<file path="config.mk">
export PLATFORM = sky130hd
export DESIGN_NAME = rbb_line_buf
export DESIGN_NICKNAME = d
export VERILOG_FILES = /design/src/hdl/rbb_pkg.sv /design/src/hdl/rbb_line_buf.sv
export SDC_FILE = /design/constraint.sdc
export NUM_CORES = 2
export LEC_CHECK = 0
export BUFFER_PORTS_ARGS = -buffer_cell sky130_fd_sc_hd__buf_2
export CAP_MARGIN = 25
export CORE_AREA = 2 2 664 600
export CTS_CLUSTER_SIZE = 25
export DETAILED_ROUTE_END_ITERATION = 7
export DIE_AREA = 0 0 666 602
export GPL_TIMING_DRIVEN = 0
export PLACE_DENSITY = 0.42
export SKIP_CTS_REPAIR_TIMING = 1
export SLEW_MARGIN = 20
export SYNTH_ARGS = -nofsm -noshare
export SYNTH_HDL_FRONTEND = slang
export SYNTH_SLANG_ARGS = --single-unit
</file>
<file path="constraint.sdc">
create_clock -name clk_i -period 5.8 [get_ports clk_i]
set_clock_uncertainty 0.2 [all_clocks]
set_input_delay 0.58 -clock clk_i [delete_from_list [all_inputs] [get_ports clk_i]]
set_output_delay 0.58 -clock clk_i [all_outputs]
set_load 0.03 [all_outputs]
</file>
<file path="src/hdl/rbb_pkg.sv">
// Shared types, register codes and defaults for the region box blur.
`default_nettype none

package rbb_pkg;

  // Defaults for the top-level parameters
  localparam int DEF_MAX_COLS   = 64;
  localparam int DEF_MAX_ROWS   = 64;
  localparam int DEF_PIXEL_BITS = 24;

  // Fixed field widths
  localparam int COORD_W    = 6;
  localparam int SIZE_W     = 7;
  localparam int CFG_IDX_W  = 3;
  localparam int CFG_DATA_W = 7;

  // Register reset values
  localparam logic [SIZE_W-1:0]  RST_IMAGE_ROWS = 7'd64;
  localparam logic [SIZE_W-1:0]  RST_IMAGE_COLS = 7'd64;
  localparam logic [COORD_W-1:0] RST_FIRST_ROW  = 6'd0;
  localparam logic [COORD_W-1:0] RST_FIRST_COL  = 6'd0;
  localparam logic [COORD_W-1:0] RST_LAST_ROW   = 6'd63;
  localparam logic [COORD_W-1:0] RST_LAST_COL   = 6'd63;

  typedef enum logic [CFG_IDX_W-1:0] {
    REG_IMAGE_ROWS = 3'd0,
    REG_IMAGE_COLS = 3'd1,
    REG_FIRST_ROW  = 3'd2,
    REG_FIRST_COL  = 3'd3,
    REG_LAST_ROW   = 3'd4,
    REG_LAST_COL   = 3'd5
  } cfg_reg_e;

  // Results one input can release, in emission order
  localparam int EM_UP_LEFT = 0;  // (r-1, c-1)
  localparam int EM_UP      = 1;  // (r-1, c)   on the last column
  localparam int EM_LEFT    = 2;  // (r, c-1)   on the last row
  localparam int EM_SELF    = 3;  // (r, c)     on the last pixel of the frame
  localparam int EM_N       = 4;

  // Neighbourhood size of one result
  typedef enum logic [1:0] {
    DIV_BY_4 = 2'd0,
    DIV_BY_6 = 2'd1,
    DIV_BY_9 = 2'd2
  } div_e;

  // Position info of one input item, worked out when it is accepted
  typedef struct packed {
    logic [EM_N-1:0]    emit;
    logic               row_ge2;
    logic               col_ge2;
    logic               row_in_prev;
    logic               row_in_cur;
    logic               col_in_prev;
    logic               col_in_cur;
    logic [COORD_W-1:0] row_prev;
    logic [COORD_W-1:0] row_cur;
    logic [COORD_W-1:0] col_prev;
    logic [COORD_W-1:0] col_cur;
  } pos_t;

  // Control of one result request from the window to the mean pipeline
  typedef struct packed {
    logic [COORD_W-1:0] row;
    logic [COORD_W-1:0] col;
    logic               last;
    logic               blur;
    div_e               div;
  } em_ctrl_t;

endpackage

`default_nettype wire

</file>
<file path="src/hdl/rbb_line_buf.sv">
// Two-line buffer in one synchronous memory, read at accept and written back at commit.
`default_nettype none

module rbb_line_buf #(
  parameter int DEPTH = rbb_pkg::DEF_MAX_COLS,
  parameter int PW    = rbb_pkg::DEF_PIXEL_BITS
) (
  input  wire logic                         clk_i,
  input  wire logic                         rd_en_i,
  input  wire logic [$clog2(DEPTH)-1:0]     rd_addr_i,
  input  wire logic                         commit_i,
  input  wire logic signed [PW-1:0]         pixel_i,
  output logic signed [PW-1:0]              older_o,
  output logic signed [PW-1:0]              prev_o
);

  import rbb_pkg::*;

  localparam int AW = $clog2(DEPTH);

  // Entry holds {older line, previous line} of one column
  logic [2*PW-1:0] mem_q [DEPTH];
  logic [2*PW-1:0] rd_data_q;
  logic [AW-1:0]   addr_q;

  // Consecutive items hit different columns, so the write-back of one item
  // never meets the read of the next at the same entry.
  always_ff @(posedge clk_i) begin
    if (commit_i) begin
      mem_q[addr_q] <= {rd_data_q[PW-1:0], pixel_i};
    end
    if (rd_en_i) begin
      rd_data_q <= mem_q[rd_addr_i];
      addr_q    <= rd_addr_i;
    end
  end

  assign older_o = rd_data_q[2*PW-1:PW];
  assign prev_o  = rd_data_q[PW-1:0];

endmodule

`default_nettype wire

</file>
---- Yosys cells after proc, flatten, opt, wreduce, memory -nomap -nowiden ----
Memories as Yosys holds them, arrays and structs flattened. A register that Yosys moved wholly into a read port is not among the register bits.
Cells that the tools add are included.
word-level totals
  RAM bits ................................ 3,072
  logic and storage cells ................. 4
  register bits after elaboration ......... 6
  output and inout bits ................... 48
  memories ................................ 1
  input bits .............................. 33
memories
  memory  depth  width  rd ports  clocked after Yosys merged registers in  wr ports  line                source
  mem_q   64     48     1         1                                        1         rbb_line_buf.sv:22  logic [2*PW-1:0] mem_q [DEPTH];
operators by class
  muxes and demuxes ....................... 2
operators with widths
  kind    number
  $mux 1  2

---- Depth between registers and ports, before layout ----
  depth after elaboration ................. 2
  depth in mapped cells ................... 9

---- Worst setup path before layout ----
No wires, ideal clock.
  path kind ............................... input port to flip-flop
  start ................................... input port commit_i
  end ..................................... memory mem_q[48][0] in the netlist's numbering (enable)
  stages on the path ...................... 3
  data arrival time ....................... 4.204 ns
  required time ........................... 5.087 ns
  path slack .............................. 0.883 ns
  path through ............................ nor2b_1 -> nand4b_1 -> nor3_1
between the ends
  longest elaborated chain between the ends .. 2
ends and longest elaborated chain
  what                          line                source
  start: declaration            rbb_line_buf.sv:11  input wire logic commit_i,
  $mux 1                        rbb_line_buf.sv:29  if (commit_i) begin
  $mux 1 (not written as such)  rbb_line_buf.sv:30  mem_q[addr_q] <= {rd_data_q[PW-1:0], pixel_i};
  end: declaration              rbb_line_buf.sv:22
No other way between the ends.

==> impl_results.md <==
- Clk root buf: clkbuf_16
- Std-Cell Core Area: 394000 um2
- Worst r2r src: addr_q[1]$_DFFE_PP_
- CTS buffer count: 337
- Congestion Overflow GR: 0
- First-pass GRT wire length: 531.6 mm
- IO buf count: 80
- Final period util: 89.08%
- P&R area growth vs syn: 20.33%
- Final ANT Viol Nets: 0
- Synth Register Bits: 3126
- Ys async rst share: 0%
- Ys Warns: 0
- Worst Path Buf+Inv: 6
- DR pass1 iterations: 5
- Syn Area/Cell: 23.67 um2
- Total GRT Usage: 19.41%
- Max clock buf depth: 4
- GPL Wtd Cong: 0.7709
- Worst slew margin: 23.14%
- Number of synthesized flops with an enable pin: 3126
- Worst endpoint data arrival time: 5580 ps
- Finished layout cell area: 141700 um2
- Wirelength, routed: 394.3 mm
- Crit. End Element: flop
- Vias per inst: 5.246
- Max cap viols: 0
- Mapped Area: 117800 um2
- HPWL Detailed: 274.6 mm
- Reg2reg end: mem_q[15][44]$_DFFE_PP_
- # placed instances: 10550
- Pleak: 43.74 nW
- Synth unique cells: 35
- Top FF cell, synth: edfxtp_1
- Worst-margin pin slew: 1153 ps
- Die width: 666 um
- Hold EP: mem_q[17][11]$_DFFE_PP_
- Final setup viols: 0
- Critical path startpoint: rd_addr_i[1]
- Initial antenna violation count: 34
- Busiest grt layer: met2
- Initial DRC Count: 7092
- Critical Path RT: 6220 ps
- Post-Route Setup TNS: 0 ps
- Outcome: completed
- H-tree levels: 5
- Largest net degree at the start of global routing: 65
- Max incr delay on CP: 890 ps
- M3 GR Usage: 2.715%
- Sequential fraction of the synthesis area: 79.70%
- CP cell instances: dlygate4sd3_1 -> buf_2 -> buf_2 -> buf_4 -> buf_4 -> buf_2 -> nand3b_1 -> o221ai_1 -> a21oi_1 -> a21oi_1 -> a221oi_1
- CTS tree: built
- Via Count: 58660
- Residual DRC: 0
- Slowest stage cell, crit path: a21oi_1
- WL/cell: 35.26 um
- Mapped Cells: 4976
- Clock Sinks: 3126
- Clock transition at path regs: 60 ps
- Cells on worst reg2reg path: 6
- Met1 usage in global routing: 28.80%
- Vias in the first global route: 59160
- CP delay by family, top: buffers and inverters
- Fmax: 193.5 MHz
- Pwr/cell area: 345.1 nW/um2
- Hold Violations, Final: 0
- Share of layout cells above drive strength 1: 31.24%
- Placed cell areas: 131300 um2
- CP Launch Type: input pin
- CP dominant cell by count: buf_2
- Critical path peak fanout: 11
- Initial Util: 29.89%
- RSZ-0062 raised after global routing: no
- Worst hold path type: in -> reg
- Die height: 602 um
- Top cells by area, synth: edfxtp_1 (80%), mux4_2 (14%), o22ai_1 (0.65%)
- Syn_nets: 5009
- Row count: 219
- Synth top area share: 79.70%
- Class of the most critical setup path: in -> reg
- Final Slew Violations: 0
- R2r setup slk: 2250 ps
- I/O pins: 81
- Die area: 400900 um2
- Final net count: 5747
- Worst-Skew Late Latency: 930 ps
- Crit path time final: 5167 ps
- Peak VDD IR: 247.5 uV
- Yosys top cell by area: edfxtp_1
- Hold path cells: 1
- Final non-filler cell total: 11180
- Fill cells: 36090
- Met2 usage: 30.25%
- Hold wc startpoint: pixel_i[11]
## synth_stat cells, types with 32 or more instances
cell and count:
a21oi_1 74, buf_4 62, a211oi_1 32, clkbuf_1 98
a22o_1 57, o22ai_1 122, mux2i_1 63, a221oi_1 83
edfxtp_1 3126, nand2_1 55, buf_2 98, a22oi_1 72
mux4_2 754, nor2_1 132
## logic make-up (layout without fill, tap and decap cells)
family	count (synthesis)	count (layout)	share of synthesized area (%)
flip-flops	3126	3126	79.70
multiplexers	829	829	15.07
AO/OA/AOI/OAI	486	486	3.007
buffers and inverters	282	1286	1.272
AND/OR/NAND/NOR	253	253	0.9519
other	0	9	0
## flip-flops by register name (all words and copies together) (netlist names)
signal / cells
mem_q: 3072
rd_data_q: 48
addr_q: 6
## layer usage
| layer | up-vias | wire length [um] |
|---|---|---|
| met5 | - | 7 |
| met4 | 2 | 9329 |
| met3 | 451 | 24390 |
| met2 | 2150 | 181600 |
| met1 | 32910 | 179000 |
| li1 | 23150 | - |
## worst max path at each step
| stage | endpoint | slack, ps | cells after the start |
|---|---|---|---|
| 6_report | rd_data_q[29]$_DFFE_PP_ | 630 | 11 |
| 3_5_place_dp | rd_data_q[38]$_DFFE_PP_ | 140 | 10 |
| 3_3_place_gp | mem_q[48][42]$_DFFE_PP_ | -4600 | 4 |
| 2_1_floorplan | mem_q[48][0]$_DFFE_PP_ | 880 | 3 |
| 5_1_grt | rd_data_q[29]$_DFFE_PP_ | 510 | 11 |
| 4_1_cts | rd_data_q[38]$_DFFE_PP_ | 1150 | 10 |
## cell usage in the layout, fill, tap and decap left out, types with 19 or more instances in the layout
cell type	n
a22oi_1	72
o22ai_1	122
nor2_4	62
clkinv_1	93
buf_8	65
nor2b_1	24
clkinv_2	54
a211oi_1	31
a22o_1	57
nor2_1	70
nand2_1	55
edfxtp_1	3126
clkbuf_1	150
a21oi_1	69
mux2i_1	63
clkbuf_16	348
buf_2	160
buf_6	19
buf_4	98
a221oi_1	82
clkbuf_2	21
o221ai_1	28
buf_12	142
buf_16	74
mux4_2	754
## per-stage QoR
stage / utilization (%) / total power [W] / setup WS (ps) / hold slack [ps]
2_1_floorplan: - / 0.02717 / 883.4 / 478.9
3_3_place_gp: 31.64 / 0.02871 / -4598 / 636.0
3_5_place_dp: 33.32 / 0.02898 / 141.0 / 394.7
4_1_cts: 35.92 / 0.04939 / 1153 / -365.1
5_1_grt: 35.96 / 0.05035 / 514.1 / 21.95
6_report: 35.97 / 0.04891 / 633.3 / 17.14
## power by group
group	total, W	internal [W]	switching (W)
logic	0.00316	0.00100	0.00216
clock network	0.0204	0.0115	0.00895
registers	0.0253	0.0252	0.000101
## worst register-to-register path, cell delays in order, from the launching register on
cell      delay [ps]
edfxtp_1         320
clkbuf_1         360
nand4_1          800
nor2_4           830
buf_12           260
buf_16           200
buf_12           210
## layout make-up
class	instances	area [um2]	share of cell area, %
clock buffers	420	8979	6.335
repair buffers	399	6651	4.693
diodes	9	22.52	0.01589
flip-flops and latches	3126	93870	66.23
clock inverters	185	1266	0.8934
plain buffers	282	1524	1.075
multi-input cells	1568	22920	16.17
well taps	5193	6497	4.585
(Power assumes the default switching activity.)
