### config.mk
export PLATFORM = sky130hd
export DESIGN_NAME = rbb_mean
export DESIGN_NICKNAME = d
export VERILOG_FILES = /design/src/hdl/rbb_pkg.sv /design/src/hdl/rbb_mean.sv
export SDC_FILE = /design/constraint.sdc
export NUM_CORES = 2
export LEC_CHECK = 0
export BUFFER_PORTS_ARGS = -buffer_cell sky130_fd_sc_hd__buf_2
export CORE_MARGIN = 4
export CORE_UTILIZATION = 35
export CTS_CLUSTER_SIZE = 40
export DETAILED_ROUTE_END_ITERATION = 12
export SYNTH_ARGS = -nofsm -noshare
export SYNTH_HDL_FRONTEND = slang
export SYNTH_SLANG_ARGS = --single-unit
### constraint.sdc
create_clock -name clk_i -period 7.1 [get_ports clk_i]
set_clock_uncertainty 0.05 [all_clocks]
set_input_delay 1.42 -clock clk_i [delete_from_list [all_inputs] [get_ports clk_i]]
set_output_delay 1.42 -clock clk_i [all_outputs]
set_load 0.05 [all_outputs]
### src/hdl/rbb_pkg.sv
// Shared types, register codes and defaults for the region box blur.
`default_nettype none

package rbb_pkg;

  // Defaults for the top-level parameters
  localparam int DEF_MAX_COLS   = 64;
  localparam int DEF_MAX_ROWS   = 64;
  localparam int DEF_PIXEL_BITS = 24;

  // Fixed field widths
  localparam int COORD_W    = 6;
  localparam int SIZE_W     = 7;
  localparam int CFG_IDX_W  = 3;
  localparam int CFG_DATA_W = 7;

  // Register reset values
  localparam logic [SIZE_W-1:0]  RST_IMAGE_ROWS = 7'd64;
  localparam logic [SIZE_W-1:0]  RST_IMAGE_COLS = 7'd64;
  localparam logic [COORD_W-1:0] RST_FIRST_ROW  = 6'd0;
  localparam logic [COORD_W-1:0] RST_FIRST_COL  = 6'd0;
  localparam logic [COORD_W-1:0] RST_LAST_ROW   = 6'd63;
  localparam logic [COORD_W-1:0] RST_LAST_COL   = 6'd63;

  typedef enum logic [CFG_IDX_W-1:0] {
    REG_IMAGE_ROWS = 3'd0,
    REG_IMAGE_COLS = 3'd1,
    REG_FIRST_ROW  = 3'd2,
    REG_FIRST_COL  = 3'd3,
    REG_LAST_ROW   = 3'd4,
    REG_LAST_COL   = 3'd5
  } cfg_reg_e;

  // Results one input can release, in emission order
  localparam int EM_UP_LEFT = 0;  // (r-1, c-1)
  localparam int EM_UP      = 1;  // (r-1, c)   on the last column
  localparam int EM_LEFT    = 2;  // (r, c-1)   on the last row
  localparam int EM_SELF    = 3;  // (r, c)     on the last pixel of the frame
  localparam int EM_N       = 4;

  // Neighbourhood size of one result
  typedef enum logic [1:0] {
    DIV_BY_4 = 2'd0,
    DIV_BY_6 = 2'd1,
    DIV_BY_9 = 2'd2
  } div_e;

  // Position info of one input item, worked out when it is accepted
  typedef struct packed {
    logic [EM_N-1:0]    emit;
    logic               row_ge2;
    logic               col_ge2;
    logic               row_in_prev;
    logic               row_in_cur;
    logic               col_in_prev;
    logic               col_in_cur;
    logic [COORD_W-1:0] row_prev;
    logic [COORD_W-1:0] row_cur;
    logic [COORD_W-1:0] col_prev;
    logic [COORD_W-1:0] col_cur;
  } pos_t;

  // Control of one result request from the window to the mean pipeline
  typedef struct packed {
    logic [COORD_W-1:0] row;
    logic [COORD_W-1:0] col;
    logic               last;
    logic               blur;
    div_e               div;
  } em_ctrl_t;

endpackage

`default_nettype wire

### src/hdl/rbb_mean.sv
// Mean pipeline: total, rounded magnitude, reciprocal multiply, correction and output register.
`default_nettype none

module rbb_mean #(
  parameter int PIXEL_BITS = rbb_pkg::DEF_PIXEL_BITS
) (
  input  wire logic                         clk_i,
  input  wire logic                         rst_ni,
  input  wire logic                         in_valid_i,
  output logic                              in_ready_o,
  input  wire rbb_pkg::em_ctrl_t            ctrl_i,
  input  wire logic signed [PIXEL_BITS+1:0] rs0_i,
  input  wire logic signed [PIXEL_BITS+1:0] rs1_i,
  input  wire logic signed [PIXEL_BITS+1:0] rs2_i,
  input  wire logic signed [PIXEL_BITS-1:0] pass_i,
  output logic                              out_valid_o,
  input  wire logic                         out_stall_i,
  output logic [rbb_pkg::COORD_W-1:0]       out_row_o,
  output logic [rbb_pkg::COORD_W-1:0]       out_col_o,
  output logic signed [PIXEL_BITS-1:0]      pixel_out_o,
  output logic                              frame_last_o
);

  import rbb_pkg::*;

  localparam int P   = PIXEL_BITS;
  localparam int RSW = P + 2;
  localparam int SW  = P + 4;        // sum of nine pixels
  localparam int NW  = P + 3;        // rounded magnitude
  localparam int KW  = NW - 1;       // reciprocal
  localparam int QW  = NW - 2;       // quotient
  localparam int PRW = NW + KW;

  localparam logic [63:0] K4_FULL = (64'd1 << NW) / 64'd4;
  localparam logic [63:0] K6_FULL = (64'd1 << NW) / 64'd6;
  localparam logic [63:0] K9_FULL = (64'd1 << NW) / 64'd9;
  localparam logic [KW-1:0] K4 = K4_FULL[KW-1:0];
  localparam logic [KW-1:0] K6 = K6_FULL[KW-1:0];
  localparam logic [KW-1:0] K9 = K9_FULL[KW-1:0];

  // Stage A: row sums
  logic                  a_valid_q, a_ready;
  em_ctrl_t              a_ctrl_q;
  logic signed [RSW-1:0] a_rs0_q, a_rs1_q, a_rs2_q;
  logic signed [P-1:0]   a_pass_q;
  // Stage B: signed total
  logic                  b_valid_q, b_ready;
  em_ctrl_t              b_ctrl_q;
  logic signed [SW-1:0]  b_sum_q;
  logic signed [P-1:0]   b_pass_q;
  // Stage C: magnitude plus half divisor
  logic                  c_valid_q, c_ready;
  em_ctrl_t              c_ctrl_q;
  logic [NW-1:0]         c_n_q;
  logic                  c_neg_q;
  logic signed [P-1:0]   c_pass_q;
  // Stage D: product with the reciprocal
  logic                  d_valid_q, d_ready;
  em_ctrl_t              d_ctrl_q;
  logic [PRW-1:0]        d_prod_q;
  logic [NW-1:0]         d_n_q;
  logic                  d_neg_q;
  logic signed [P-1:0]   d_pass_q;
  // Output register
  logic                  o_valid_q, o_ready;
  em_ctrl_t              o_ctrl_q;
  logic signed [P-1:0]   o_pixel_q;

  logic [2:0]    half;
  logic [SW-1:0] half_ext, n_full;
  logic [KW-1:0] k_sel;
  logic [QW-1:0] q_est, q_fix, q_neg;
  logic [NW-1:0] dq, rem, dval;
  logic          c_take, d_take;

  assign o_ready    = !o_valid_q || !out_stall_i;
  assign d_ready    = !d_valid_q || o_ready;
  assign c_ready    = !c_valid_q || d_ready;
  assign b_ready    = !b_valid_q || c_ready;
  assign a_ready    = !a_valid_q || b_ready;
  assign in_ready_o = a_ready;

  always_ff @(posedge clk_i or negedge rst_ni) begin
    if (!rst_ni) begin
      a_valid_q <= 1'b0;
      b_valid_q <= 1'b0;
      c_valid_q <= 1'b0;
      d_valid_q <= 1'b0;
      o_valid_q <= 1'b0;
    end else begin
      if (a_ready) a_valid_q <= in_valid_i;
      if (b_ready) b_valid_q <= a_valid_q;
      if (c_ready) c_valid_q <= b_valid_q;
      if (d_ready) d_valid_q <= c_valid_q;
      if (o_ready) o_valid_q <= d_valid_q;
    end
  end

  // Rounding offset and reciprocal for the divisor
  always_comb begin
    unique case (b_ctrl_q.div)
      DIV_BY_6: half = 3'd3;
      DIV_BY_9: half = 3'd4;
      default:  half = 3'd2;
    endcase
    unique case (c_ctrl_q.div)
      DIV_BY_6: k_sel = K6;
      DIV_BY_9: k_sel = K9;
      default:  k_sel = K4;
    endcase
  end

  assign half_ext = SW'(half);
  assign n_full   = b_sum_q[SW-1] ? (half_ext - $unsigned(b_sum_q))
                                  : ($unsigned(b_sum_q) + half_ext);

  // Quotient estimate is exact or one short; one compare fixes it
  assign q_est = d_prod_q[NW +: QW];
  always_comb begin
    unique case (d_ctrl_q.div)
      DIV_BY_6: begin
        dq   = NW'({q_est, 2'b00}) + NW'({q_est, 1'b0});
        dval = NW'(6);
      end
      DIV_BY_9: begin
        dq   = NW'({q_est, 3'b000}) + NW'(q_est);
        dval = NW'(9);
      end
      default: begin
        dq   = NW'({q_est, 2'b00});
        dval = NW'(4);
      end
    endcase
  end
  assign rem   = d_n_q - dq;
  assign q_fix = (rem >= dval) ? (q_est + QW'(1)) : q_est;
  assign q_neg = d_neg_q ? (~q_fix + QW'(1)) : q_fix;

  assign c_take = b_valid_q && c_ready;
  assign d_take = c_valid_q && d_ready;

  always_ff @(posedge clk_i) begin
    if (a_ready) begin
      a_ctrl_q <= ctrl_i;
      a_rs0_q  <= rs0_i;
      a_rs1_q  <= rs1_i;
      a_rs2_q  <= rs2_i;
      a_pass_q <= pass_i;
    end
    if (b_ready) begin
      b_ctrl_q <= a_ctrl_q;
      b_sum_q  <= SW'(a_rs0_q) + SW'(a_rs1_q) + SW'(a_rs2_q);
      b_pass_q <= a_pass_q;
    end
    if (c_take) begin
      c_ctrl_q <= b_ctrl_q;
      c_n_q    <= n_full[NW-1:0];
      c_neg_q  <= b_sum_q[SW-1];
      c_pass_q <= b_pass_q;
    end
    if (d_take) begin
      d_ctrl_q <= c_ctrl_q;
      d_prod_q <= PRW'(c_n_q) * PRW'(k_sel);
      d_n_q    <= c_n_q;
      d_neg_q  <= c_neg_q;
      d_pass_q <= c_pass_q;
    end
    if (d_valid_q && o_ready) begin
      o_ctrl_q  <= d_ctrl_q;
      o_pixel_q <= d_ctrl_q.blur ? $signed(q_neg[P-1:0]) : d_pass_q;
    end
  end

  assign out_valid_o  = o_valid_q;
  assign out_row_o    = o_ctrl_q.row;
  assign out_col_o    = o_ctrl_q.col;
  assign pixel_out_o  = o_pixel_q;
  assign frame_last_o = o_ctrl_q.last;

endmodule

`default_nettype wire

Word level (Yosys, flattened, before mapping). Cells that the tools add are included.

Order comparisons: 1. Multiply operators: 1. Mux-type cells: 8. Bitwise gates (word level): 1. Reductions and logical operators: 14. Eq/ne operators: 6. Add/sub/neg operators: 9.

Operator list (number): $mux 24 (3); $pmux 27 s2 (1); $mul 27x26->52 (1); $pmux 26 s2 (1); $add 24x1->24 const B (2); $add 27x26->28 (1); $add 26x26->27 (1); $add 27x25->27 (1); $add 27x26->27 (1); $add 27x3->27 (1); $ge 27x27->1 (1); $mux 27 (1); $sub 27x27->27 (1); $sub 3x27->27 (1); $not 24->24 (1); $pmux 4 s2 (1); $eq 2x1->1 const B (3); $eq 2x2->1 const B (3); $logic_not 1->1 (6); $pmux 3 s2 (1); $logic_or 1x1->1 (5); $logic_and 1x1->1 (3).

Register bits: 416. Output and inout port bits: 39.

Logic depth before layout (Yosys ltp).
Depth in word-level cells: 9. Gate-level depth with buffers: 38. Mapped depth without buffers: 36.

Worst setup path before layout. OpenSTA, ideal clock, no wires.

Path kind: reg2reg. Start point: register d_prod_q[29]. End point: register o_pixel_q[14], in the netlist pixel_out_o[14], data pin. Path buffers: 3. Path slack: -0.632 ns. Required time: 6.789 ns. Clock period less this slack: 7.732 ns. Arrival: 7.421 ns. Cell stages (with the launch flop): 36. Setup time: 0.261 ns. Path through: edfxtp_1 -> ha_1 -> a21o_1 -> a21oi_1 -> o21bai_1 -> a21oi_1 -> o21bai_1 -> a21oi_1 -> nor2b_1 -> o21a_1 -> o311ai_0 -> a211oi_1 -> o31ai_1 -> o21ai_0 -> o31ai_1 -> a211oi_1 -> ha_1 -> clkbuf_1 -> nor2b_1 -> a2111oi_0 -> o311ai_1 -> nor4_1 -> nand4_1 -> nor4_1 -> nand4b_1 -> nor4_4 -> nand4_1 -> clkbuf_1 -> clkbuf_1 -> xnor2_1 -> ha_1 -> nor3b_1 -> o211ai_1 -> o41ai_1 -> nor3_1 -> a221o_1.

Cells in the longest elaborated chain, start to end: 9. Elaborated cells between the ends (all ways): 11. Classes of those cells: add/sub: 5; order compare: 1; mux: 4; bitwise: 1.

Ends and longest elaborated chain: from (decl) (line rbb_mean.sv:60) `logic [PRW-1:0] d_prod_q;`; from (signal assigned) (line rbb_mean.sv:163) `d_prod_q <= PRW'(c_n_q) * PRW'(k_sel);`; $add 27x25->27 / $add 27x26->27 (equally long branches) (line rbb_mean.sv:126, rbb_mean.sv:122); $pmux 27 s2 (line rbb_mean.sv:120) `unique case (d_ctrl_q.div)`; $sub 27x27->27 (line rbb_mean.sv:135) `assign rem = d_n_q - dq;`; $ge 27x27->1 (line rbb_mean.sv:136) `assign q_fix = (rem >= dval) ? (q_est + QW'(1)) : q_est;`; $mux 24 (*) (line rbb_mean.sv:136); $not 24->24 (line rbb_mean.sv:137) `assign q_neg = d_neg_q ? (~q_fix + QW'(1)) : q_fix;`; $add 24x1->24 (line rbb_mean.sv:137); $mux 24 (*) (line rbb_mean.sv:137); $mux 24 (*) (line rbb_mean.sv:170) `o_pixel_q <= d_ctrl_q.blur ? $signed(q_neg[P-1:0]) : d_pass_q;`; to (signal assigned) (line rbb_mean.sv:170); to (decl) (line rbb_mean.sv:67) `logic signed [P-1:0] o_pixel_q;`.

Every way passes the cells marked *; elsewhere a longest branch is shown, timed or not. A chain may end at the register's enable or synchronous reset.

Worst setup path after layout.
Start point: register d_prod_q[29]. End point: register o_pixel_q[2], in the netlist pixel_out_o[2], data pin.

Same word-level chain as after synthesis.

==> impl_metrics.json <==
{
  "status": "finished with violations",
  "violations": "setup timing",
  "max_freq_mhz": 129,
  "worstHoldPathType": "reg2reg",
  "crit_top_cell": "buf_4",
  "num-nets-final": 4620,
  "final_antenna_net_count": 0,
  "cts-root-buf": "clkbuf_16",
  "drive_above_1_share_pct": 28.3,
  "synth.distinct_cells": 92,
  "clock_path_buffers": 3,
  "cp-start-kind": "flip-flop",
  "drt_wl_total_mm": 95.0,
  "crit_type": "reg2reg",
  "tightest_slew_ps": 1440,
  "syn_inst": 2974,
  "cts_made_buffers": 42,
  "crit_fanout": 7,
  "nFillCells": 9154,
  "period_share_pct": 109,
  "max-cap-violations": 0,
  "insertion_delay_ps": 590,
  "fin_util_pct": 45.0,
  "synth_ff_type": "edfxtp_1",
  "io_pins": 161,
  "min_period_ps": 7770,
  "cts.sinks": 389,
  "slew_viol_final": 0,
  "path_clk_slew_ps": 70,
  "final_hold_viol_count": 0,
  "overflow": 0,
  "grt_setup_unrepaired": "yes",
  "grt_max_degree": 71,
  "start_util_pct": 35.3,
  "yosysWarnings": 0,
  "gp_congestion": 0.964,
  "syn_avg_cell_area_um2": 11.7,
  "cp_slowest_stage_delay_ps": 480,
  "grt_pass1_wl_mm": 146,
  "syn_nets": 3866,
  "slew_headroom_pct": 4.30,
  "cts_tree": "built",
  "ys_seq_area_share_pct": 33.5,
  "area_growth_pct": 27.4,
  "synth-edff-count": 384,
  "wl_met3_mm": 5.45,
  "reg2reg_from": "d_prod_q[29]",
  "wl_met2_mm": 45.7,
  "top_layer_used": "met5",
  "slowest_stage": "edfxtp_1",
  "synthArstFlopShare_pct": 1.29,
  "setup_tns_ps": -18450,
  "crit_arrival_ps": 8050,
  "setup_slack_ps": -668,
  "place_hpwl_mm": 79.5,
  "wl_per_cell_um": 18.8,
  "drt_iter0_drc": 1349,
  "track_usage_pct": 18.3,
  "syn-cell-area_um2": 34800,
  "layout_common_cells": "buf_4, inv_1, fa_1, edfxtp_1, ha_1",
  "drc_errors": 0,
  "ys_ff_latch": 389,
  "critPathCaptureType": "flip-flop",
  "fp.dieH_um": 323,
  "vias_per_cell": 4.83,
  "dr_total_vias": 24400,
  "fp-row-count": 115,
  "core_area_um2": 98400,
  "crit_required_ps": 7390,
  "h-tree-depth": 2,
  "grt_pass1_vias": 25700,
  "setup_viol": 44,
  "die_x_um": 323,
  "wl_met1_mm": 41.2,
  "final_common_cell": "buf_4",
  "io_buffers": 160,
  "die_area_um2": 104000,
  "timing.critical_path.from": "d_prod_q[29]",
  "dr.pass1.iters": 5,
  "hp-start": "c_pass_q[20]",
  "antenna_found_initial": 2
}
==> cell families after synthesis <==
| kind of cell | synth area share (%) |
|---|---|
| adders and majority gates | 37.3 |
| DFF | 33.5 |
| AOI/OAI and AO/OA | 8.97 |
| muxes | 0.597 |
| and+or+nand+nor | 8.63 |
| xor gates and xnor gates | 4.64 |
| buffers and inverters | 6.34 |
==> cells in the mapped netlist (9+ instances only) <==
master,instances,area (µm²)
o21ai_0,100,500
nand2b_1,20,125
xor2_1,58,508
and3_1,27,169
nor2_1,118,443
a21oi_1,100,500
a31oi_1,17,106
a21o_1,41,308
nand4_1,19,119
nand2_1,131,492
ha_1,326,4080
o21a_1,15,113
fa_1,444,8890
xnor2_1,126,1100
inv_1,534,2000
a22oi_1,9,67.6
o221ai_1,15,131
a211oi_1,22,165
o31ai_1,9,67.6
o211ai_1,16,120
edfxtp_1,384,11500
mux2_2,14,158
nor2b_1,54,338
clkbuf_1,39,146
and2_1,55,344
nor4_1,11,68.8
nand3_1,43,215
a211o_1,11,96.3
o21bai_1,12,90.1
nor3_1,40,200
==> routing by layer <==
| metal | vias to the layer above | global-route usage (%) |
|---|---|---|
| li1 | 11700 | - |
| met2 | 573 | 30.6 |
| met3 | 113 | 3.20 |
| met1 | 12100 | 24.7 |
| met5 | - | 0 |
| met4 | 2 | 5.12 |
==> timing repair <==
item | in CTS | in global routing
gates cloned | 1 | 1
buffers inserted | 52 | 35
gates resized for setup | 177 | 122
setup endpoints to repair | 45 | 44
pin swaps | 100 | 108
hold buffers | 0 | 0
==> worst max-delay path: cells and delay by family, from the launching register on <==
family,cells,cell delay (ps)
fa+ha+maj,3,770
simple gates,8,1070
xor+xnor,3,520
flops,1,480
mux,1,280
buf+inv,12,1500
compound gates,15,2790
==> final timing paths <==
kind	endpoint	slack [ps]	cells past startpoint
max	pixel_out_o[2]	-670	42
min	d_pass_q[20]	350	0
max reg2reg	pixel_out_o[2]	-670	42
min reg2reg	d_pass_q[20]	350	0
max in group asynchronous	b_valid_q	6270	1
min in group asynchronous	d_valid_q	590	1
==> registers in the layout, summed over array words and instances, names as in the netlist, 6 cells and up <==
signal,flops
d_pass_q,24
pixel_out_o,24
b_pass_q,24
a_rs0_q,26
c_n_q,27
out_row_o,6
b_ctrl_q,16
a_ctrl_q,16
b_sum_q,28
a_pass_q,24
a_rs1_q,26
c_pass_q,24
d_prod_q,25
c_ctrl_q,16
a_rs2_q,26
out_col_o,6
d_ctrl_q,16
d_n_q,27
==> cell type report <==
cell class                      count  area (µm²)  share of cell area, %
Antenna cell                        1        2.50                0.00565
Clock buffer                       55        1150                   2.60
Clock inverter                     23         287                  0.647
Inverter                          537        2020                   4.55
Multi-Input combinational cell   2001       22000                   49.7
Sequential cell                   389       11700                   26.3
Tap cell                         1287        1610                   3.64
Timing Repair Buffer              757        5570                   12.6
==> through the flow <==
step	worst slack, ps	hold slack (ps)	area (µm²)	std cells
floorplan	-2.97	350	34900	2974
global placement	-861	350	41000	4898
detailed placement	-994	355	41000	4898
CTS	-634	361	43600	5020
global route	-989	363	44300	5050
finish	-668	353	44300	5050
Power is left out: the tool's default activity adds up to more than one toggle a clock period on the data nets, which glitch-free logic cannot reach.
