### src/hdl/rbb_pkg.sv
// Shared types, register codes and defaults for the region box blur.
`default_nettype none

package rbb_pkg;

  // Defaults for the top-level parameters
  localparam int DEF_MAX_COLS   = 64;
  localparam int DEF_MAX_ROWS   = 64;
  localparam int DEF_PIXEL_BITS = 24;

  // Fixed field widths
  localparam int COORD_W    = 6;
  localparam int SIZE_W     = 7;
  localparam int CFG_IDX_W  = 3;
  localparam int CFG_DATA_W = 7;

  // Register reset values
  localparam logic [SIZE_W-1:0]  RST_IMAGE_ROWS = 7'd64;
  localparam logic [SIZE_W-1:0]  RST_IMAGE_COLS = 7'd64;
  localparam logic [COORD_W-1:0] RST_FIRST_ROW  = 6'd0;
  localparam logic [COORD_W-1:0] RST_FIRST_COL  = 6'd0;
  localparam logic [COORD_W-1:0] RST_LAST_ROW   = 6'd63;
  localparam logic [COORD_W-1:0] RST_LAST_COL   = 6'd63;

  typedef enum logic [CFG_IDX_W-1:0] {
    REG_IMAGE_ROWS = 3'd0,
    REG_IMAGE_COLS = 3'd1,
    REG_FIRST_ROW  = 3'd2,
    REG_FIRST_COL  = 3'd3,
    REG_LAST_ROW   = 3'd4,
    REG_LAST_COL   = 3'd5
  } cfg_reg_e;

  // Results one input can release, in emission order
  localparam int EM_UP_LEFT = 0;  // (r-1, c-1)
  localparam int EM_UP      = 1;  // (r-1, c)   on the last column
  localparam int EM_LEFT    = 2;  // (r, c-1)   on the last row
  localparam int EM_SELF    = 3;  // (r, c)     on the last pixel of the frame
  localparam int EM_N       = 4;

  // Neighbourhood size of one result
  typedef enum logic [1:0] {
    DIV_BY_4 = 2'd0,
    DIV_BY_6 = 2'd1,
    DIV_BY_9 = 2'd2
  } div_e;

  // Position info of one input item, worked out when it is accepted
  typedef struct packed {
    logic [EM_N-1:0]    emit;
    logic               row_ge2;
    logic               col_ge2;
    logic               row_in_prev;
    logic               row_in_cur;
    logic               col_in_prev;
    logic               col_in_cur;
    logic [COORD_W-1:0] row_prev;
    logic [COORD_W-1:0] row_cur;
    logic [COORD_W-1:0] col_prev;
    logic [COORD_W-1:0] col_cur;
  } pos_t;

  // Control of one result request from the window to the mean pipeline
  typedef struct packed {
    logic [COORD_W-1:0] row;
    logic [COORD_W-1:0] col;
    logic               last;
    logic               blur;
    div_e               div;
  } em_ctrl_t;

endpackage

`default_nettype wire

### src/hdl/rbb_window.sv
// 3x3 window and sequencer: issues a pending result a cycle unless stalled; forms row sums.
`default_nettype none

module rbb_window #(
  parameter int PIXEL_BITS = rbb_pkg::DEF_PIXEL_BITS
) (
  input  wire logic                      clk_i,
  input  wire logic                      rst_ni,
  input  wire logic                      load_i,
  output logic                           load_ready_o,
  input  wire rbb_pkg::pos_t             pos_i,
  input  wire logic signed [PIXEL_BITS-1:0] older_i,
  input  wire logic signed [PIXEL_BITS-1:0] prev_i,
  input  wire logic signed [PIXEL_BITS-1:0] pixel_i,
  output logic                           em_valid_o,
  input  wire logic                      em_ready_i,
  output rbb_pkg::em_ctrl_t              em_ctrl_o,
  output logic signed [PIXEL_BITS+1:0]   rs0_o,
  output logic signed [PIXEL_BITS+1:0]   rs1_o,
  output logic signed [PIXEL_BITS+1:0]   rs2_o,
  output logic signed [PIXEL_BITS-1:0]   pass_o
);

  import rbb_pkg::*;

  localparam int P   = PIXEL_BITS;
  localparam int RSW = P + 2;

  logic signed [P-1:0] w_q [3][3];
  pos_t                pos_q;
  logic [EM_N-1:0]     pend_q, pend_d;
  logic [EM_N-1:0]     sel_oh;
  logic                issue;
  logic                wr1, wc1, row0_inc, col0_inc;
  logic signed [RSW-1:0] rs [3];

  // Lowest pending result goes first
  always_comb begin
    sel_oh = '0;
    priority if (pend_q[EM_UP_LEFT]) begin
      sel_oh[EM_UP_LEFT] = 1'b1;
    end else if (pend_q[EM_UP]) begin
      sel_oh[EM_UP] = 1'b1;
    end else if (pend_q[EM_LEFT]) begin
      sel_oh[EM_LEFT] = 1'b1;
    end else if (pend_q[EM_SELF]) begin
      sel_oh[EM_SELF] = 1'b1;
    end
  end

  assign em_valid_o = |pend_q;
  assign issue      = em_valid_o && em_ready_i;

  always_comb begin
    pend_d = issue ? (pend_q & ~sel_oh) : pend_q;
    // Take the next item once the current one has nothing left after this cycle
    load_ready_o = (pend_d == '0);
    if (load_i) begin
      pend_d = pos_i.emit;
    end
  end

  always_ff @(posedge clk_i or negedge rst_ni) begin
    if (!rst_ni) begin
      pend_q <= '0;
    end else begin
      pend_q <= pend_d;
    end
  end

  // Shift the window left and bring in the new column
  always_ff @(posedge clk_i) begin
    if (load_i) begin
      for (int k = 0; k < 3; k++) begin
        w_q[k][0] <= w_q[k][1];
        w_q[k][1] <= w_q[k][2];
      end
      w_q[0][2] <= older_i;
      w_q[1][2] <= prev_i;
      w_q[2][2] <= pixel_i;
      pos_q     <= pos_i;
    end
  end

  // Result centre sits at window row/col 1 or 2
  assign wr1      = sel_oh[EM_UP_LEFT] || sel_oh[EM_UP];
  assign wc1      = sel_oh[EM_UP_LEFT] || sel_oh[EM_LEFT];
  assign row0_inc = wr1 && pos_q.row_ge2;
  assign col0_inc = wc1 && pos_q.col_ge2;

  always_comb begin
    for (int k = 0; k < 3; k++) begin
      rs[k] = (col0_inc ? RSW'(w_q[k][0]) : '0) + RSW'(w_q[k][1]) + RSW'(w_q[k][2]);
    end
  end

  assign rs0_o = row0_inc ? rs[0] : '0;
  assign rs1_o = rs[1];
  assign rs2_o = rs[2];
  assign pass_o = wr1 ? (wc1 ? w_q[1][1] : w_q[1][2]) : (wc1 ? w_q[2][1] : w_q[2][2]);

  always_comb begin
    em_ctrl_o.row  = wr1 ? pos_q.row_prev : pos_q.row_cur;
    em_ctrl_o.col  = wc1 ? pos_q.col_prev : pos_q.col_cur;
    em_ctrl_o.last = sel_oh[EM_SELF];
    em_ctrl_o.blur = (wr1 ? pos_q.row_in_prev : pos_q.row_in_cur) &&
                     (wc1 ? pos_q.col_in_prev : pos_q.col_in_cur);
    if (row0_inc && col0_inc) begin
      em_ctrl_o.div = DIV_BY_9;
    end else if (row0_inc || col0_inc) begin
      em_ctrl_o.div = DIV_BY_6;
    end else begin
      em_ctrl_o.div = DIV_BY_4;
    end
  end

endmodule

`default_nettype wire

### config.mk
export PLATFORM = sky130hd
export DESIGN_NAME = rbb_window
export DESIGN_NICKNAME = d
export VERILOG_FILES = /design/src/hdl/rbb_pkg.sv /design/src/hdl/rbb_window.sv
export SDC_FILE = /design/constraint.sdc
export NUM_CORES = 1
export LEC_CHECK = 0
export ABC_AREA = 0
export BUFFER_PORTS_ARGS = -buffer_cell sky130_fd_sc_hd__buf_2
export CAP_MARGIN = 5
export CORE_ASPECT_RATIO = 1.5
export CORE_MARGIN = 5
export CORE_UTILIZATION = 50
export DETAILED_ROUTE_END_ITERATION = 8
export PLACE_DENSITY_LB_ADDON = 0.25
export SYNTH_ARGS = -nofsm -noshare
export SYNTH_HDL_FRONTEND = slang
export SYNTH_SLANG_ARGS = --single-unit
### constraint.sdc
create_clock -name clk_i -period 5.9 [get_ports clk_i]
set_clock_uncertainty 0.1 [all_clocks]
set_input_delay 0.885 -clock clk_i [delete_from_list [all_inputs] [get_ports clk_i]]
set_output_delay 0.885 -clock clk_i [all_outputs]
set_load 0.03 [all_outputs]
After elaboration in Yosys (flattened, before gate mapping)
Memories as Yosys holds them, arrays and structs flattened.
Index checks and enable logic that the tools add are counted.
- divide/modulo/power cells: 0
- multiply operators: 0
- bitwise operators: 2
- reductions and logical operators: 10
- add/subtract/negate cells: 6
- equality and inequality tests: 0
- magnitude comparators: 0
- multiplexer cells: 24
- shift-type cells: 0
- operator list (kind ; count):
    $add 26x26->26 ; 6
    $mux 26 ; 4
    $mux 24 ; 3
    $mux 6 ; 2
    $mux 1 ; 10
    $mux 4 ; 2
    $logic_and 1x1->1 ; 5
    $and 4x4->4 ; 1
    $logic_not 4->1 ; 1
    $mux 2 ; 2
    $not 4->4 ; 1
    $reduce_or 4->1 ; 1
    $logic_or 1x1->1 ; 3
    $mux 3 ; 1
- logic and storage cells: 54
- output and inout bits: 120
- latch bits: 0
- register bits after elaboration: 34
- memories kept: 1
- input bits: 110
- RAM bits: 216
- memory bits (read-only): 0
- memories (memory ; words ; width ; read ports ; clocked after memory_dff ; wr ports ; line ; RTL):
    w_q ; 3 ; 72 ; 3 ; 0 ; 3 ; rbb_window.sv:29 ; logic signed [P-1:0] w_q [3][3];

Logic depth before layout (Yosys ltp)
Gate-level depths: netlist of the first run.
- depth in word-level cells: 10
- gate-level depth with buffers: 18
- gate-level depth less buffers: 16

Worst setup path after synthesis of the first run
Ideal clock, no wire load.
- path type: reg-to-output
- start: register pend_q[0]
- end: output port rs1_o[21]
- setup slack: 0.587 ns
- data required time: 4.915 ns
- cell stages (with the launch flop): 19
- data arrival time: 4.328 ns
- path buffers: 3
- path through: dfrtp_1 > clkbuf_1 > a21oi_2 > nor2b_1 > clkbuf_1 > clkbuf_1 > nand2_1 > fa_1 > inv_1 > ha_1 > fa_1 > a211oi_1 > nor2_1 > or3_4 > a31oi_4 > o31ai_4 > or3b_1 > nand3b_1 > xor2_1
- cells in the longest elaborated chain, start to end: 6
- elaborated cells between the ends (all ways): 7
- those cells by class: 2 x add/sub; 3 x mux; 2 x reduce/logical
- RTL lines (what ; line ; RTL):
    from (decl) ; rbb_window.sv:31 ; logic [EM_N-1:0] pend_q, pend_d;
    from (signal assigned) ; rbb_window.sv:67 ; pend_q <= pend_d;
    $mux 1 or $mux 3 (tied branches) ; rbb_window.sv:40 ; priority if (pend_q[EM_UP_LEFT]) begin
    $logic_or 1x1->1 (*) ; rbb_window.sv:87 ; assign wc1 = sel_oh[EM_UP_LEFT] || sel_oh[EM_LEFT];
    $logic_and 1x1->1 (*) ; rbb_window.sv:89 ; assign col0_inc = wc1 && pos_q.col_ge2;
    $mux 26 (*) ; rbb_window.sv:93 ; rs[k] = (col0_inc ? RSW'(w_q[k][0]) : '0) + RSW'(w_q[k][1]) + RSW'(w_q[k][2]);
    $add 26x26->26 (*) (2 in a row) ; rbb_window.sv:93 ;
    to (decl) ; rbb_window.sv:19 ; output logic signed [PIXEL_BITS+1:0] rs1_o,
Mark *: on every way between the ends. The rest lies on a longest branch, timed or not.

Worst setup path after layout of the first run
- start: register pend_q[1]
- end: output port rs1_o[23]
- cells in the longest elaborated chain, start to end: 7
- RTL lines (what ; line ; RTL):
    $mux 2 ; rbb_window.sv:42 ; end else if (pend_q[EM_UP]) begin
    $mux 3 ; rbb_window.sv:40 ;
    $logic_or 1x1->1 ; rbb_window.sv:87 ;
    $logic_and 1x1->1 ; rbb_window.sv:89 ;
    $mux 26 ; rbb_window.sv:93 ;
    $add 26x26->26 (2 in a row) ; rbb_window.sv:93 ;
No other way between the ends.

==> run summary, run 1 <==
Clock latency on the worst-skew pair: 530 ps
ANT nets after route: 0
Dominant synthesized flop cell: edfxtp_1
Reg power frac: 35.5%
Initial Util: 50.3%
Clk network pwr share: 27.2%
Status: completed
GP Congestion: 0.890
Layout cells sized above 1: 22.0%
WP data required: 4910 ps
Max Slew Vio Count: 0
Cts-stage hold buffer count: 0
GRT Util Overall: 20.2%
Vias in the first global route: 10,000
Hold Slack: 49.9 ps
Worst setup EP type: primary output
Reg2reg setup slack: 4080 ps
Via/cell ratio: 5.53
Switching Fraction: 36.9%
Area delta synth->final: 17.6%
Pwr Density: 377 mW/mm^2
CTS Buf Count: 26
Commonest non-fill, non-tap cell in the layout: edfxtp_1
Fmax: 0.178 GHz
1st-pass router iterations: 5
Area leader, netlist: edfxtp_1
Nets: 1,609
Clock Pin Slew Worst Setup and Hold Paths: 60 ps
# setup viols final: 0
Synthesized area: 0.0140 sq mm
Cells after synthesis: 1,118
Register area share after synthesis: 53.6%
Mapped Avg Cell Area: 12.5 sq um
Global-route wire length before repair: 51,400 microns
Yosys warnings: 0
Die footprint: 0.0315 sq mm
Row cnt: 75
Crit share post-route: 95.0%
Largest net degree at the start of global routing: 153
Kind of critical path: flop to primary output
Yosys reg bits: 250
Share of the synthesized area in the top cell type: 52.9%
Comb power frac: 37.3%
CTS Sinks: 250
Clk root buf: clkbuf_16
Io pins: 230
CTS tree: done
Hold crit path type: input port to async pin
Leading cell types in the layout, fill and taps excluded: edfxtp_1, buf_2, nor2_1
Initial antenna violation count: 7
Crit path DAT: 4620 ps
Max H-tree Level: 1
Total grt overflow: 0
Final hold vios: 0
Peak VDD IR: 0.000258 V
Crit path launch type: flop
Routed length per instance: 18.7 microns
Power Internal: 3900 uW
Drt first-iter violations: 478
Post-Syn Nets: 1,376
Die width: 146 microns
Async set-or-reset flop fraction in the synthesized netlist: 1.60%
Crit Path Max Fanout: 8
Synth unique cells: 62
Die height: 215 microns
Top cells by area, synth: edfxtp_1, fa_1, ha_1
DP Cell Count: 1,666
EDFF count, synth: 246
Max cap viols: 0
Tightest Pin Transition: 1150 ps
Final HPWL DP: 24,300 microns
Port Buffers: 229
Rel. slew slack: 23.2%
DRC Markers: 0
CTS Buffer Depth: 3
Finished Layout Cells: 1,718
Routed wire length: 32,200 microns
Core box area: 0.0278 sq mm
DR vias: 9,508
Pleak: 0.00686 uW
Sw Pwr: 2290 uW
Unrepaired setup endpoints after global routing: true
Min Clock Period, post-route: 5600 ps
==> logic make-up after synthesis <==
family          share of synthesized area, %
compound gates                          11.4
xor+xnor                                3.39
fa+ha+maj                               17.4
buf+inv                                 1.93
flops                                   53.6
mux                                    0.842
simple gates                            11.5
==> power by group through the flow <==
stage	clock [uW]	combinational [uW]	sequential (uW)
after detailed placement	0	2300	2230
after floorplan	0	1660	2200
final	1680	2310	2200
after global placement	0	2290	2230
after CTS	1730	2320	2200
after global routing	1810	2500	2210
==> cell usage after synthesis (all sizes together) (5+ instances only) <==
cell and count:
a21oi 83, edfxtp 246, nor3 8, mux2i 5
o21ai 44, xnor2 29, inv 33, a211oi 12
nand2b 10, o22ai 25, xor2 25, and2 68
ha 73, a31oi 9, o211ai 5, nand2 68
a21o 28, o21a 10, mux2 6, o21bai 5
nand3 12, nand4 9, and3 6, nor2b 11
clkbuf 32, nor2 126, fa 75
==> worst paths after layout <==
| path | startpoint | to | cells after the start |
|---|---|---|---|
| setup / recovery | pend_q[1] | rs1_o[23] | 16 |
| hold / removal | rst_ni | pend_q[0] | 1 |
| setup reg to reg | pend_q[0] | pend_q[3] | 4 |
| hold reg to reg | w_q[0][47] | w_q[0][71] | 0 |
| max in group asynchronous | rst_ni | pend_q[0] | 1 |
| min in group clk_i | w_q[0][47] | w_q[0][71] | 0 |
==> what timing repair did <==
action,4_1_cts,5_1_grt
resized for setup,0,3
cloned,1,0
buffers inserted,0,2
endpoints found under the setup margin,2,8
==> area by class of cell <==
class | count | area, sq um
diodes | 2 | 5.00
clock inverters | 17 | 189
multi-input cells | 798 | 6250
clock buffers | 30 | 687
well taps | 346 | 433
repair buffers | 240 | 1250
inverters | 35 | 131
fillers | 2311 | 11300
flip-flops and latches | 250 | 7490
==> metal layers <==
metal	up-vias	part of all wire, %	global-route usage (%)
met5	-	0.20	0
met4	10	4.0	8.29
met3	81	5.5	3.73
met2	278	51	36.1
met1	4604	39	23.8
li1	4535	-	-
==> critical path, stage by stage, from the launching register on <==
cell and delay, ps:
dfrtp_1 420, clkinv_1 110, a21oi_4 80, nor2b_4 260
nand2_1 110, fa_1 480, inv_1 40, ha_1 210
fa_1 480, a211oi_1 250, nor2_1 120, or3_4 420
a31oi_4 250, o21ai_1 150, a41oi_1 320, xnor2_1 160
buf_2 220
==> through the flow <==
| stage | worst slack [ps] | power [uW] | cell area [sq um] | utilization, % | setup TNS (ps) |
|---|---|---|---|---|---|
| after floorplan | 587 | 3860 | 14000 | - | 0 |
| after global placement | 656 | 4510 | 15500 | 55.8 | 0 |
| after detailed placement | 561 | 4540 | 15500 | 55.8 | 0 |
| after CTS | 145 | 6250 | 16400 | 59.0 | 0 |
| after global routing | -33.0 | 6530 | 16400 | 59.2 | -76.3 |
| final | 296 | 6190 | 16400 | 59.2 | 0 |
==> sequential cells by signal (all words and copies together) (netlist names) <==
signal / cells
pend_q: 4
pos_q: 30
w_q: 216
Note: power is estimated with default switching activity, not from simulation.
==> run 2: changes to the inputs <==
- GPL_TIMING_DRIVEN: default -> 0
==> run 2 against run 1 <==
  * Critical path depth rose by 3
  * Count of clock-buffer cells in the layout increased by 3
  * First-iteration DRC count is 1.7% higher
  * Maximum frequency down 1.5%
  * Global-route usage is 0.84 points higher
  * Clock power hardly changed
  * Largest power group unchanged
  * Cell area is 1.4% higher
  * Worst setup slack got worse by 85 ps
  * Critical path type unchanged
  * Die area is the same
  * Cell count up 1.8%
==> run summary, run 2 (synthesized netlist as in run 1, its figures left out) <==
Area post-placement: 0.0156 sq mm (was 0.0155 sq mm)
Layout cells sized above 1: 22.6% (was 22.0%)
Crit path launch type: flop (unchanged)
Port Buffers: 229 (unchanged)
Pleak: 0.00693 uW (was 0.00686 uW)
Max Slew Vio Count: 0 (unchanged)
CTS tree: done (unchanged)
Initial antenna violation count: 6 (was 7)
Die footprint: 0.0315 sq mm (unchanged)
CTS Sinks: 250 (unchanged)
CTS Buf Count: 27 (was 26)
CTS Buffer Depth: 3 (unchanged)
Routed wire length: 33,600 microns (was 32,200 microns)
Reg with most FFs: w_q (unchanged)
Final HPWL DP: 25,400 microns (was 24,300 microns)
GP Congestion: 0.887 (was 0.890)
DRC Markers: 0 (unchanged)
Max H-tree Level: 1 (unchanged)
Max cap viols: 0 (unchanged)
Cts-stage hold buffer count: 0 (unchanged)
Status: completed (unchanged)
Pwr Density: 375 mW/mm^2 (was 377 mW/mm^2)
Min Clock Period, post-route: 5690 ps (was 5600 ps)
Nets: 1,641 (was 1,609)
Commonest non-fill, non-tap cell in the layout: edfxtp_1 (unchanged)
Die height: 215 microns (unchanged)
Core box area: 0.0278 sq mm (unchanged)
Via/cell ratio: 5.52 (was 5.53)
Max incr delay on CP: 490 ps (was 480 ps)
Largest net degree at the start of global routing: 121 (was 153)
DP Cell Count: 1,695 (was 1,666)
Leading registers by flop count: w_q: 216 flops, pos_q: 30 flops, pend_q: 4 flops (unchanged)
Area delta synth->final: 19.2% (was 17.6%)
ANT nets after route: 0 (unchanged)
WP data required: 4910 ps (about the same)
Kind of critical path: flop to primary output (unchanged)
Die width: 146 microns (unchanged)
1st-pass router iterations: 4 (was 5)
Initial Util: 50.3% (unchanged)
Total grt overflow: 0 (unchanged)
Worst setup EP type: primary output (unchanged)
Setup tns final: 0 ps (unchanged)
Clock latency on the worst-skew pair: 550 ps (was 530 ps)
GRT Util Overall: 21.0% (was 20.2%)
Global-route wire length before repair: 52,900 microns (was 51,400 microns)
# setup viols final: 0 (unchanged)
Crit share post-route: 96.4% (was 95.0%)
Drt first-iter violations: 486 (was 478)
Max reg flops: 216 (unchanged)
Finished Layout Cells: 1,749 (was 1,718)
Peak VDD IR: 0.000234 V (was 0.000258 V)
Clk root buf: clkbuf_16 (unchanged)
Worst path cell trace: clkinv_4, a21oi_4, nor2b_2, clkbuf_8, clkbuf_16, nand2_1, fa_1, inv_1, ha_1, fa_2, a211oi_2, nor2_2, or3_4, a31oi_4, o31ai_4, a21o_1, a21oi_1, xnor2_1, buf_4 (was clkinv_1, a21oi_4, nor2b_4, nand2_1, fa_1, inv_1, ha_1, fa_1, a211oi_1, nor2_1, or3_4, a31oi_4, o21ai_1, a41oi_1, xnor2_1, buf_2)
Final Instance Area: 0.0167 sq mm (was 0.0164 sq mm)
Tightest Pin Transition: 804 ps (was 1150 ps)
Rel. slew slack: 46.2% (was 23.2%)
Clock Pin Slew Worst Setup and Hold Paths: 60 ps (about the same)
DR vias: 9,651 (was 9,508)
Final hold vios: 0 (unchanged)
Fmax: 0.176 GHz (was 0.178 GHz)
Worst path slowest cell: fa_1 (unchanged)
Hold Slack: 39.6 ps (was 49.9 ps)
Vias in the first global route: 10,102 (was 10,000)
Leading cell types in the layout, fill and taps excluded: edfxtp_1, buf_2, nor2_1 (unchanged)
Io pins: 230 (unchanged)
Crit Path Max Fanout: 10 (was 8)
Hold crit path type: input port to async pin (unchanged)
Routed length per instance: 19.2 microns (was 18.7 microns)
Row cnt: 75 (unchanged)
Unrepaired setup endpoints after global routing: false (was true)
FILL cells: 2,273 (was 2,311)
Crit path DAT: 4700 ps (was 4620 ps)
Fin util: 60.0% (was 59.2%)
[run 2: stage by stage]
stage | setup slack [ps] | power [uW]
after detailed placement | -680 | 4550
after global placement | -591 | 4520
after CTS | 2.56 | 6290
final | 212 | 6250
after floorplan | 587 | 3860
after global routing | 0.535 | 6590
[run 2: where the power goes]
part	leakage [uW]	internal (uW)	switching (uW)
logic	0.00405	815	1540
clock network	0.000426	1010	685
registers	0.00245	2100	94.8
[run 2: what timing repair did]
action | in CTS | in global routing
gates resized for setup | 22 | 18
endpoints found under the setup margin | 56 | 21
gates cloned | 0 | 1
buffers inserted | 1 | 4
pin swaps | 3 | 5
[run 2: metal layers]
metal / GRT usage, % / part of all wire [%] / vias to the layer above
li1: - / - / 4605
met5: 0 / 0.18 / -
met4: 6.72 / 2.7 / 10
met3: 3.01 / 4.7 / 64
met2: 39.3 / 54 / 257
met1: 24.8 / 38 / 4715
[run 2: path summary, 6_finish.rpt]
check	from	endpoint	slack, ps	cells after the start
worst min-delay path	rst_ni	pend_q[2]	40	1
min in group clk_i	w_q[0][47]	w_q[0][71]	340	0
worst min register to register	w_q[0][47]	w_q[0][71]	340	0
max in group asynchronous	rst_ni	pend_q[1]	5530	1
worst max register to register	pend_q[0]	pend_q[1]	4240	3
worst max-delay path	pend_q[1]	rs1_o[19]	210	19
[run 2: area by class of cell]
class | count | area, sq um | share of cell area [%]
Inverter | 35 | 136 | 0.819
Clock inverter | 15 | 175 | 1.05
Clock buffer | 33 | 698 | 4.19
Timing Repair Buffer | 237 | 1260 | 7.59
Sequential cell | 250 | 7490 | 45.0
Tap cell | 346 | 433 | 2.60
Antenna cell | 1 | 2.50 | 0.0150
Buffer | 35 | 174 | 1.04
Multi-Input combinational cell | 797 | 6280 | 37.7
[run 2: critical path, delay by kind of cell, from the launching register on]
family	cells	cell delay, ps
buffers and inverters	5	680
flip-flops	1	450
adder cells (fa/ha/maj)	3	1090
AO/OA/AOI/OAI	6	1020
AND/OR/NAND/NOR	4	740
XOR/XNOR	1	150
==> run 3: changes to the inputs <==
- RECOVER_POWER: default -> 100
==> run 3 against run 2 <==
  * The flow now finishes with violations (capacitance limit, slew limit)
  * Via count shrank 0.20%
  * Critical path depth decreased by 2
  * Worst setup slack got worse by 24 ps
  * Global-route usage unchanged
  * Cell area is 0.95% lower
  * Register-to-register slack got worse by 20 ps
  * Routed wire length hardly changed
  * Hold slack improved by 28 ps
  * Utilization fell by 0.57 points
  * Sequential share of layout area rose by 0.43 points
  * Non-clock buffer count unchanged
  * Sequential power barely moved
  * Critical path type unchanged
==> run summary, run 3 (synthesized netlist as in run 1, its figures left out) <==
Final HPWL DP: 25,400 microns (unchanged)
Max H-tree Level: 1 (unchanged)
Clock latency on the worst-skew pair: 550 ps (about the same)
Total grt overflow: 0 (unchanged)
Worst path slowest cell: fa_1 (unchanged)
WP data required: 4910 ps (about the same)
Nets: 1,641 (unchanged)
Kind of critical path: flop to primary output (unchanged)
Comb power frac: 37.2% (was 37.7%)
Worst setup EP type: primary output (unchanged)
FILL cells: 2,321 (was 2,273)
Drt first-iter violations: 442 (was 486)
Initial antenna violation count: 6 (unchanged)
Top delay family on crit path: simple AND/OR/NAND/NOR gates (was adder cells)
Initial Util: 50.3% (unchanged)
Largest net degree at the start of global routing: 121 (unchanged)
CTS tree: done (unchanged)
Pleak: 0.00663 uW (was 0.00693 uW)
Final hold vios: 0 (unchanged)
Global-route wire length before repair: 52,900 microns (unchanged)
Clk network pwr share: 27.4% (was 27.1%)
Worst path cell trace: clkinv_4, a21oi_4, nor2b_2, clkbuf_8, clkbuf_2, and2_1, fa_1, ha_1, nor3_1, o21bai_1, a41oi_2, nand3b_1, nor2_1, or3_1, a21oi_2, xnor2_1, buf_2 (was clkinv_4, a21oi_4, nor2b_2, clkbuf_8, clkbuf_16, nand2_1, fa_1, inv_1, ha_1, fa_2, a211oi_2, nor2_2, or3_4, a31oi_4, o31ai_4, a21o_1, a21oi_1, xnor2_1, buf_4)
Via/cell ratio: 5.51 (was 5.52)
DP Cell Count: 1,695 (unchanged)
Die width: 146 microns (unchanged)
DR vias: 9,632 (was 9,651)
Tightest Pin Transition: 3230 ps (was 804 ps)
Crit share post-route: 96.8% (was 96.4%)
Peak VDD IR: 0.000234 V (about the same)
Layout cells sized above 1: 15.9% (was 22.6%)
Crit Path Max Fanout: 10 (unchanged)
Area delta synth->final: 18.1% (was 19.2%)
Die height: 215 microns (unchanged)
Clock Pin Slew Worst Setup and Hold Paths: 60 ps (about the same)
Area post-placement: 0.0156 sq mm (unchanged)
# setup viols final: 0 (unchanged)
GP Congestion: 0.887 (unchanged)
Crit path DAT: 4730 ps (was 4700 ps)
Crit path launch type: flop (unchanged)
Max incr delay on CP: 460 ps (was 490 ps)
Port Buffers: 229 (unchanged)
DRC Markers: 0 (unchanged)
Die footprint: 0.0315 sq mm (unchanged)
Finished Layout Cells: 1,749 (unchanged)
1st-pass router iterations: 5 (was 4)
Failing checks: capacitance limit, slew limit
Final Instance Area: 0.0165 sq mm (was 0.0167 sq mm)
Min Clock Period, post-route: 5710 ps (was 5690 ps)
ANT nets after route: 0 (unchanged)
Status: finished, violations left (was completed)
Critical R2R Launch: pend_q[0] (unchanged)
Core box area: 0.0278 sq mm (unchanged)
Fmax: 0.175 GHz (was 0.176 GHz)
Reg with most FFs: w_q (unchanged)
WP buf/inv: 4 (was 5)
Cts-stage hold buffer count: 0 (unchanged)
Hold crit path type: input port to async pin (unchanged)
Routed wire length: 33,600 microns (about the same)
Max Slew Vio Count: 137 (was 0)
Rel. slew slack: -115% (was 46.2%)
Vias in the first global route: 10,102 (unchanged)
Max cap viols: 2 (was 0)
Leading cell types in the layout, fill and taps excluded: edfxtp_1, nor2_1, clkbuf_1, buf_2, a21oi_1 (was edfxtp_1, buf_2, nor2_1)
Pwr Density: 376 mW/mm^2 (was 375 mW/mm^2)
Switching Fraction: 37.6% (was 37.1%)
Row cnt: 75 (unchanged)
CTS Buffer Depth: 3 (unchanged)
Reg power frac: 35.5% (was 35.2%)
Crit. Startpoint: pend_q[1] (unchanged)
Io pins: 230 (unchanged)
Routed length per instance: 19.2 microns (about the same)
Max reg flops: 216 (unchanged)
Sw Pwr: 2330 uW (was 2320 uW)
GRT Util Overall: 21.0% (unchanged)
Commonest non-fill, non-tap cell in the layout: edfxtp_1 (unchanged)
Leading registers by flop count: w_q: 216 flops, pos_q: 30 flops, pend_q: 4 flops (unchanged)
Power Internal: 3880 uW (was 3930 uW)
CTS Buf Count: 27 (unchanged)
Clk root buf: clkbuf_16 (unchanged)
CTS Sinks: 250 (unchanged)
run 3: power by group through the flow:
stage,clock network (uW),logic (uW),registers (uW)
after floorplan,0,1660,2200
after global placement,0,2290,2240
after detailed placement,0,2310,2230
after CTS,1740,2340,2200
after global routing,1820,2500,2220
final,1700,2310,2200
run 3: area by class of cell:
type	count	area, sq um	area share (%)
tap	346	433	2.62
clock inverter	15	175	1.06
antenna	1	2.50	0.0152
sequential	250	7490	45.4
clock buffer	33	698	4.23
buffer	35	171	1.04
multi-input combinational	797	6280	38.1
timing repair buffer	237	1110	6.72
inverter	35	136	0.827
run 3: per-stage QoR:
step / worst slack, ps / util [%] / total power (uW) / setup TNS (ps) / hold WS, ps
2_1_floorplan: 587 / - / 3860 / 0 / 326
3_3_place_gp: -591 / 56.0 / 4520 / -6600 / 334
3_5_place_dp: -680 / 56.2 / 4550 / -8170 / 335
4_1_cts: 2.56 / 59.6 / 6290 / 0 / 4.46
5_1_grt: -8.89 / 59.4 / 6540 / -8.89 / 61.6
6_report: 187 / 59.4 / 6210 / 0 / 67.2
run 3: what timing repair did:
| item | 4_1_cts | 5_1_grt |
|---|---|---|
| setup endpoints to repair | 56 | 21 |
| resized for setup | 22 | 18 |
| pin swaps | 3 | 5 |
| cloned | 0 | 1 |
| setup buffers | 1 | 4 |
run 3: path summary, 6_finish.rpt:
kind | cells after the start | endpoint | slack [ps]
worst max-delay path | 17 | rs2_o[19] | 190
worst min-delay path | 1 | pend_q[3] | 70
worst max register to register | 3 | pend_q[1] | 4220
worst min register to register | 0 | w_q[0][71] | 340
max in group asynchronous | 1 | pend_q[1] | 5420
min in group clk_i | 0 | w_q[0][71] | 340
run 3: per-layer routing:
metal / share of wire, % / track usage, % / up-vias
met2: 54 / 39.3 / 264
li1: - / - / 4603
met4: 2.9 / 6.72 / 10
met5: 0.16 / 0 / -
met3: 4.8 / 3.01 / 67
met1: 38 / 24.8 / 4688
